===== config.mk =====
export PLATFORM = sky130hd
export DESIGN_NAME = pbdc_cell
export DESIGN_NICKNAME = d
export VERILOG_FILES = /design/src/hdl/pbdc_pkg.sv /design/src/hdl/pbdc_cell.sv
export SDC_FILE = /design/constraint.sdc
export NUM_CORES = 1
export LEC_CHECK = 0
export BUFFER_PORTS_ARGS = -buffer_cell sky130_fd_sc_hd__buf_2
export CAP_MARGIN = 20
export CELL_PAD_IN_SITES_DETAIL_PLACEMENT = 2
export CELL_PAD_IN_SITES_GLOBAL_PLACEMENT = 2
export CORE_MARGIN = 2
export CORE_UTILIZATION = 27
export DETAILED_ROUTE_END_ITERATION = 16
export PLACE_DENSITY_LB_ADDON = 0.1
export SLEW_MARGIN = 20
export SYNTH_ARGS = -nofsm -noshare
export SYNTH_HDL_FRONTEND = slang
export SYNTH_SLANG_ARGS = --single-unit

===== constraint.sdc =====
create_clock -name clk_i -period 2.3 [get_ports clk_i]
set_clock_uncertainty 0.1 [all_clocks]
set_input_delay 0.115 -clock clk_i [delete_from_list [all_inputs] [get_ports clk_i]]
set_output_delay 0.115 -clock clk_i [all_outputs]
set_load 0.03 [all_outputs]

===== src/hdl/pbdc_pkg.sv =====
// Shared types and constants for the packet buffer with duplicate filter and count.
// Used by pbdc_cell and packet_buffer_with_dedup_and_count_unit; no dependencies.
package pbdc_pkg;

  localparam int unsigned DEPTH  = 64;
  localparam int unsigned OCC_W  = $clog2(DEPTH + 1);
  localparam int unsigned WORD_W = 64;
  localparam int unsigned CAP_W  = 7;
  localparam int unsigned CNT_W  = 7;
  localparam int unsigned CNT_MAX = 127;
  localparam logic [CAP_W-1:0] CAP_RESET = 7'd64;

  localparam logic [1:0] ACT_ADD     = 2'd0;
  localparam logic [1:0] ACT_FORWARD = 2'd1;
  localparam logic [1:0] ACT_COUNT   = 2'd2;

  typedef struct packed {
    logic shift;
    logic cmp;
    logic scan;
    logic is_add;
  } cell_ctrl_t;

  typedef struct packed {
    logic [WORD_W-1:0] key;
    logic [15:0]       dst;
    logic [31:0]       lo;
    logic [31:0]       hi;
  } query_t;

endpackage


===== src/hdl/pbdc_cell.sv =====
// One storage cell of the packet row: packet word, valid flag and match flag.
// Depends on pbdc_pkg for the control and query structs.
module pbdc_cell (
  input  logic                         clk_i,
  input  logic                         rst_ni,
  input  pbdc_pkg::cell_ctrl_t         ctrl_i,
  input  pbdc_pkg::query_t             query_i,
  input  logic                         load_i,
  input  logic                         nbr_valid_i,
  input  logic [pbdc_pkg::WORD_W-1:0]  nbr_word_i,
  input  logic                         nbr_match_i,
  output logic                         valid_o,
  output logic [pbdc_pkg::WORD_W-1:0]  word_o,
  output logic                         match_o
);

  logic                        valid_q, valid_d;
  logic                        match_q, match_d;
  logic [pbdc_pkg::WORD_W-1:0] word_q, word_d;
  logic                        hit_dup, hit_cnt;
  logic [31:0]                 ts;

  assign ts      = word_q[31:0];
  assign hit_dup = valid_q && (word_q == query_i.key);
  assign hit_cnt = valid_q && (word_q[47:32] == query_i.dst) &&
                   (ts >= query_i.lo) && (ts <= query_i.hi);

  always_comb begin
    valid_d = valid_q;
    word_d  = word_q;
    match_d = match_q;
    if (load_i) begin
      valid_d = 1'b1;
      word_d  = query_i.key;
    end else if (ctrl_i.shift) begin
      valid_d = nbr_valid_i;
      word_d  = nbr_word_i;
    end
    if (ctrl_i.cmp) begin
      match_d = ctrl_i.is_add ? hit_dup : hit_cnt;
    end else if (ctrl_i.scan) begin
      match_d = nbr_match_i;
    end
  end

  always_ff @(posedge clk_i or negedge rst_ni) begin
    if (!rst_ni) begin
      valid_q <= 1'b0;
      match_q <= 1'b0;
    end else begin
      valid_q <= valid_d;
      match_q <= match_d;
    end
  end

  always_ff @(posedge clk_i) begin
    word_q <= word_d;
  end

  assign valid_o = valid_q;
  assign word_o  = word_q;
  assign match_o = match_q;

endmodule


## Yosys cells after proc, flatten, opt, wreduce, memory -nomap -nowiden

Cells that the tools add are included.

| storage, ports and cells | value |
|---|---|
| logic and storage cells | 20 |
| output and inout bits | 66 |
| RAM bits | 0 |
| bits in latches | 0 |
| bits in registers | 66 |
| ROM bits | 0 |
| memories | 0 |
| bits of input ports | 217 |

| operators by class | value |
|---|---|
| reductions and logical operators | 6 |
| add/subtract/negate cells | 0 |
| mux-type cells | 7 |
| eq/ne operators | 2 |
| bitwise gates (word level) | 0 |
| magnitude comparators | 2 |
| shift operators | 0 |
| $mul | 0 |
| divide/modulo/power cells | 0 |

Operators with widths:

| operator | number |
|---|---|
| $mux W64 | 2 |
| $eq A64 B64 Y1 | 1 |
| $ge A32 B32 Y1 | 1 |
| $le A32 B32 Y1 | 1 |
| $eq A16 B16 Y1 | 1 |
| $mux W1 | 5 |
| $logic_and A1 B1 Y1 | 4 |
| $reduce_bool A2 Y1 | 2 |

## Depth between registers and ports, before layout

Gate-level depths: netlist of the first run.

| logic depth | value |
|---|---|
| depth in word-level cells | 6 |
| mapped depth | 8 |
| gate-level depth less buffers | 8 |

## Least setup slack after synthesis of the first run

No wires, ideal clock.

| timing path | value |
|---|---|
| kind | reg-to-reg |
| from | register word_q, in the netlist word_o[14] |
| to | register match_q (netlist: match_o) |
| stages on the path, launching flop included | 8 |
| clock period less this slack | 2282 ps |
| path buffers | 0 |
| arrival time | 2079 ps |
| slack | 18 ps |
| library setup time | 104 ps |
| data required time | 2096 ps |
| path through | edfxtp_1 > ha_1 > a21oi_2 > nand2_1 > a221o_1 > o31ai_1 > nand3_1 > o41ai_2 |

| on the way | value |
|---|---|
| word-level cells in the longest chain between the ends | 5 |
| elaborated cells between the ends (all ways) | 8 |
| classes of those cells | 2 x order compare; 1 x eq/ne; 2 x mux; 3 x reduce/logical |

Ends and longest elaborated chain:

| what | RTL line | RTL |
|---|---|---|
| start: declaration | pbdc_cell.sv:19 | `logic [pbdc_pkg::WORD_W-1:0] word_q, word_d;` |
| start signal: assignment | pbdc_cell.sv:57 | `word_q <= word_d;` |
| $ge A32 B32 Y1 | pbdc_cell.sv:26 | `(ts >= query_i.lo) && (ts <= query_i.hi);` |
| $logic_and A1 B1 Y1 | pbdc_cell.sv:25 | `assign hit_cnt = valid_q && (word_q[47:32] == query_i.dst) &&` |
| $logic_and A1 B1 Y1 | pbdc_cell.sv:26 |  |
| $mux W1 (*) | pbdc_cell.sv:40 | `match_d = ctrl_i.is_add ? hit_dup : hit_cnt;` |
| $mux W1 (*) | pbdc_cell.sv:39 | `if (ctrl_i.cmp) begin` |
| end signal: assignment | pbdc_cell.sv:52 | `match_q <= match_d;` |
| end: declaration | pbdc_cell.sv:18 | `logic match_q, match_d;` |

Every way passes the cells marked *; elsewhere a longest branch is shown, timed or not.
A chain may end at the register's enable or synchronous reset.

## Final worst setup path of the first run

| timing path | value |
|---|---|
| from | register word_q, in the netlist word_o[5] |
| to | register match_q (netlist: match_o) |

Same word-level chain as after synthesis.

==> flow_metrics.tcl, run 1 <==
set metrics [dict create \
    grt_pass1_wl_um 34900 \
    grt_max_degree 34 \
    critPathRequiredTime_ns 2.44 \
    crit_type "flop to flop" \
    cap_violations 0 \
    slew_violations 0 \
    clock_power_share_pct 29.7 \
    p_comb_share_pct 36.2 \
    p_leak_uw 0.00402 \
    yosysWarnings 0 \
    grt_pass1_vias 6116 \
    synth_area_leaders "edfxtp_1, ha_1, mux2_2" \
    power.switching_uw 1650 \
    num_vias 5330 \
    synthCells 483 \
    status "finished clean" \
    die_w_um 144 \
    synth_ff_type "edfxtp_1" \
    holdWs_ns 0.0109 \
    ir_worst_vdd_mv 0.335 \
    synth.top_cell.area_share_pct 36.5 \
    place_congestion 0.811 \
    viasPerCell 4.63 \
    synth_compound_area_share_pct 7.62 \
    synth.yosys.seq_area_share_pct 37.4 \
    relSlewSlack_pct 61.9 \
    syn_area_per_cell_um2 10.9 \
    power_density_nw_per_um2 563 \
    p_seq_share_pct 34.1 \
    cts_root_buffer "clkbuf_16" \
    ys_ff_latch 66 \
    antenna_found_initial 2 \
    dp_hpwl_um 18600 \
    drc 0 \
    internal-power_uw 3100 \
    cp-start-kind "flop" \
    fp-row-count 51 \
    rsz0062_at_grt "true" \
    yosysMostFrequentCell "inv_1" \
    fin_tns_setup_ns 0 \
    chipHeight_um 144 \
    yosys.area.top_type "edfxtp_1" \
    setup_violations 0 \
    core_um2 19300 \
    async_flop_share_pct 3.03 \
    clock_latency_ns 0.34 \
    crit_arrival_ns 2.41 \
    antenna_left 0 \
    synth_edf_count 64 \
    synth_top_family_by_area "adder cells" \
    overflow 0 \
    hp-class "input pin to flop" \
    worst_setup_hold_path_clk_slew_ns 0.07 \
    syn-cell-area_um2 5270 \
    synth_common_cells "inv_1, edfxtp_1, ha_1, mux2_2, xnor2_1" \
    fmax_ghz 0.440 \
    fin_crit_sh_pct 98.8 \
    synth_nets 764 \
    cp-end-kind "flop" \
    hold_viol 0 \
    nets 1162 \
    numPortBuffers 282 \
    worstHoldStart "query_i[130]" \
    synthAdderAreaFrac_pct 15.2 \
    ys_types 40 \
    cts_sinks 66 \
    finalCriticalPeriod_ns 2.27 \
    synth-simple-area-share_pct 8.08 \
    wl_per_cell_um 20.4 \
    ioPinCount 283 \
    start_util_pct 27.3 \
    clockBufferDepth 2 \
    path_max_fanout 3 \
    drive_gt1_share_pct 46.0 \
    cts_tree "done" \
    drt_iter0_markers 120 \
    fill_cells 2142 \
    synth_xor_area_share_pct 12.3 \
    dr.pass1.iters 4 \
    area_delta_synth_final_pct 60.3 \
    htreeDepth 3 \
    tightest_slew_ns 0.566 \
    r2r_start "word_o[5]" \
    crit_start "word_o[5]" \
    routed_wl_um 23600 \
    numCtsBuffers 9 \
    grt_usage_pct 22.7 \
    p_sw_share_pct 34.7 \
    dieArea_um2 20600 \
    muxShareOfSynthArea_pct 13.9 \
]
-- state kept, by name, summed over array words and instances, names as in the netlist --
register and count:
match_o 1, word_o 64, valid_o 1
-- routing by layer --
layer	global-route usage (%)	vias up	wire length (um)
li1	-	2559	-
met1	25.8	2582	9440
met2	42.5	167	12400
met3	6.23	20	1430
met4	4.39	2	250
met5	0	-	13
-- stage by stage --
| step | setup WS (ns) | cell area [um2] | util (%) | instances | power, uW |
|---|---|---|---|---|---|
| after floorplan | 0.0177 | 5270 | - | 483 | 2480 |
| after global placement | -0.186 | 7200 | 37.4 | 1050 | 3130 |
| after global routing | -0.111 | 8440 | 43.8 | 1151 | 5020 |
| final | 0.0279 | 8440 | 43.8 | 1152 | 4750 |
| after CTS | 0.00334 | 8370 | 43.4 | 1145 | 4770 |
| after detailed placement | -0.140 | 7200 | 37.4 | 1050 | 3190 |
-- kinds of logic (layout without fill, tap and decap cells) --
| kind of cell | after synthesis | in the layout |
|---|---|---|
| buf+inv | 76 | 479 |
| other cells | 0 | 1 |
| mux | 65 | 65 |
| fa+ha+maj | 64 | 64 |
| simple gates | 78 | 78 |
| xor+xnor | 74 | 74 |
| flops | 66 | 66 |
| compound gates | 60 | 60 |
-- what timing repair did --
| action | CTS | global route |
|---|---|---|
| endpoints found under the hold margin | 61 | 2 |
| pin swaps | 5 | 9 |
| buffers inserted | 1 | 4 |
| hold buffers | 78 | 2 |
| gates resized for setup | 12 | 4 |
| endpoints found under the setup margin | 1 | 1 |
-- final timing paths --
check | endpoint | slack (ns) | cells past startpoint
worst max-delay path | match_o | 0.03 | 7
worst min-delay path | word_o[50] | 0.01 | 2
worst max register to register | match_o | 0.03 | 7
worst min register to register | match_o | 0.64 | 3
max in group asynchronous | match_o | 1.95 | 2
min in group asynchronous | valid_o | 0.05 | 2
-- final cells by class --
cell class,count,area (um2),area share (%)
timing repair buffer,394,2470,29.3
sequential,66,1970,23.4
inverter,69,259,3.07
clock inverter,5,56.3,0.667
tap,265,332,3.93
clock buffer,11,233,2.76
antenna,1,2.50,0.0296
multi-input combinational,341,3120,36.9
-- power by group through the flow --
stage / Sequential [uW] / Combinational [uW] / Clock (uW)
after floorplan: 1880 / 596 / 0
after global placement: 1630 / 1500 / 0
after detailed placement: 1640 / 1550 / 0
after CTS: 1620 / 1700 / 1450
after global routing: 1640 / 1880 / 1500
final: 1620 / 1720 / 1410
-- critical path: stages (launching register included) --
cell      delay [ns]
edfxtp_1        0.47
buf_6           0.18
ha_4            0.26
nand4_1         0.16
o31ai_2         0.29
a31oi_2         0.16
o211a_1         0.25
o41ai_2         0.32
-- layout by cell type (no fill, tap or decap), drive strengths merged, types with 4 or more instances in the layout --
cell / instances
nand2: 16
mux2: 64
nand3: 11
buf: 314
clkbuf: 11
nor2: 8
ha: 64
dlygate4sd3: 80
edfxtp: 64
a21oi: 26
xor2: 31
nand4: 22
inv: 69
o21ai: 6
nor4: 12
a21o: 4
a221oi: 4
xnor2: 43
Note: power is estimated with default switching activity, not from simulation.
==> run 2, diff against run 1 <==
CELL_PAD_IN_SITES_DETAIL_PLACEMENT = 0   (was 2)
CELL_PAD_IN_SITES_GLOBAL_PLACEMENT = 1   (was 2)
CORE_UTILIZATION = 34   (was 27)
==> run 2 against run 1 <==
Against the previous run:
- design area rose by 0.70%
- sequential share of layout area shrank 0.16 points
- critical path depth is the same
- hold slack worse by 0.0010 ns
- count of clock-buffer cells in the layout down 1
- register-to-register slack about the same
- first-iteration DRC count is 56% higher
- clock power up 5%
- non-clock buffer count is 14 higher
- die area down 20%
- combinational power shrank 3%
- largest cell class unchanged
- highest routed layer is now met4
==> flow_metrics.tcl, run 2 (synthesis gave the netlist of run 1 again) <==
set metrics [dict create \
    crit_type "flop to flop" \
    crit_start "word_o[2]" \
    grt_usage_pct 22.7 \
    cts_root_buffer "clkbuf_16" \
    numCtsBuffers 9 \
    path_max_fanout 3 \
    setup_violations 0 \
    grt_pass1_wl_um 28400 \
    viasPerCell 4.78 \
    slew_violations 0 \
    cts_sinks 66 \
    drt_iter0_markers 187 \
    clock_latency_ns 0.34 \
    power_density_nw_per_um2 562 \
    cp-end-kind "flop" \
    ir_worst_vdd_mv 0.319 \
    fmax_ghz 0.442 \
    fin_util_pct 56.1 \
    largest_reg_flops 64 \
    critPathRequiredTime_ns 2.44 \
    path_common_cell "buf_4" \
    clockBufferDepth 2 \
    placed_cell_area_um2 7080 \
    drc 0 \
    chipHeight_um 128 \
    worst_path_max_delay_cell "nor4_1" \
    slowest_delay_ns 0.62 \
    dr.pass1.iters 4 \
    drive_gt1_share_pct 45.9 \
    cp_cell_sequence "buf_4 -> xor2_1 -> nor4_1 -> buf_4 -> nand4_1 -> o32a_1 -> o41ai_2" \
    routed_wl_um 19000 \
    rsz0062_at_grt "true" \
    nets 1176 \
    dieArea_um2 16500 \
    relSlewSlack_pct 53.5 \
    cp-start-kind "flop" \
    fin_tns_setup_ns 0 \
    final_cells 1088 \
    dp_hpwl_um 15200 \
    numPortBuffers 282 \
    r2r_start "word_o[2]" \
    tightest_slew_ns 0.691 \
    place_congestion 0.831 \
    fp-row-count 45 \
    htreeDepth 3 \
    hp-class "input pin to flop" \
    dp.cells 971 \
    num_vias 5206 \
    final_common_cell "buf_2" \
    die_w_um 128 \
    finalCriticalPeriod_ns 2.26 \
    n_antenna_cell 0 \
    wl_per_cell_um 17.5 \
    core_um2 15100 \
    grt_pass1_vias 5602 \
    layout_common_cells "buf_2, dlygate4sd3_1, inv_1" \
    status "finished clean" \
    ioPinCount 283 \
    stdcell_area_um2 8500 \
    start_util_pct 34.8 \
    finalPower_uw 4780 \
    cts_tree "done" \
    p_leak_uw 0.00409 \
    cap_violations 0 \
    crit_arrival_ns 2.40 \
    overflow 0 \
    worst_setup_hold_path_clk_slew_ns 0.06 \
    antenna_found_initial 0 \
    area_delta_synth_final_pct 61.4 \
    grt_max_degree 40 \
    fin_crit_sh_pct 98.3 \
    hold_viol 0 \
    worstHoldStart "query_i[139]" \
    antenna_left 0 \
]
[run 2: cell types whose count changed in the layout (fill, tap and decap cells not counted), sizes merged]
cell and change:
buf +5, clkbuf -1, dlygate4sd3 +9, bufinv +1, diode -1
[run 2: through the flow]
stage	setup slack [ns]	hold WS, ns
2_1_floorplan	0.0177	-0.281
3_3_place_gp	-0.284	-0.181
3_5_place_dp	-0.253	-0.183
4_1_cts	0.00280	0.000542
5_1_grt	-0.0175	0.00153
6_report	0.0386	0.00994
[run 2: worst paths after layout]
| path | cells past startpoint | slack [ns] | end |
|---|---|---|---|
| min in group asynchronous | 2 | 0.02 | valid_o |
| setup reg to reg | 7 | 0.04 | match_o |
| setup / recovery | 7 | 0.04 | match_o |
| hold reg to reg | 3 | 0.66 | match_o |
| max in group asynchronous | 2 | 1.97 | match_o |
| hold / removal | 2 | 0.01 | word_o[59] |
[run 2: worst max-delay path, delay by kind of cell, from the launching register on]
family,cells,cell delay [ns]
AO/OA/AOI/OAI,2,0.42
flip-flops,1,0.42
XOR/XNOR,1,0.14
buffers and inverters,2,0.38
AND/OR/NAND/NOR,2,0.69
[run 2: area by class of cell]
class                   count  area [um2]
clock buffers              10         229
clock inverters             6        81.3
fillers                  1357        6640
inverters                  69         259
multi-input cells         341        3140
flip-flops and latches     66        1970
well taps                 188         235
repair buffers            408        2590
[run 2: report_power, final]
part	total [uW]	leakage (uW)	internal [uW]	switching [uW]
registers	1620	0.000676	1480	140
clock network	1480	0.000150	942	542
logic	1670	0.00327	800	872
[run 2: repair_timing]
action / CTS / global route
setup endpoints to repair: 1 / 1
pin swaps: 1 / 14
setup buffers: 0 / 12
hold endpoints to repair: 66 / 1
hold buffers: 88 / 1
gates resized for setup: 5 / 12
[run 2: metal layers]
metal / part of all wire, % / track usage (%) / routed length [um]
met3: 7.5 / 5.78 / 1430
met2: 50 / 41.4 / 9510
met1: 40 / 25.8 / 7650
met4: 2.1 / 8.02 / 407
met5: 0 / 0 / 0
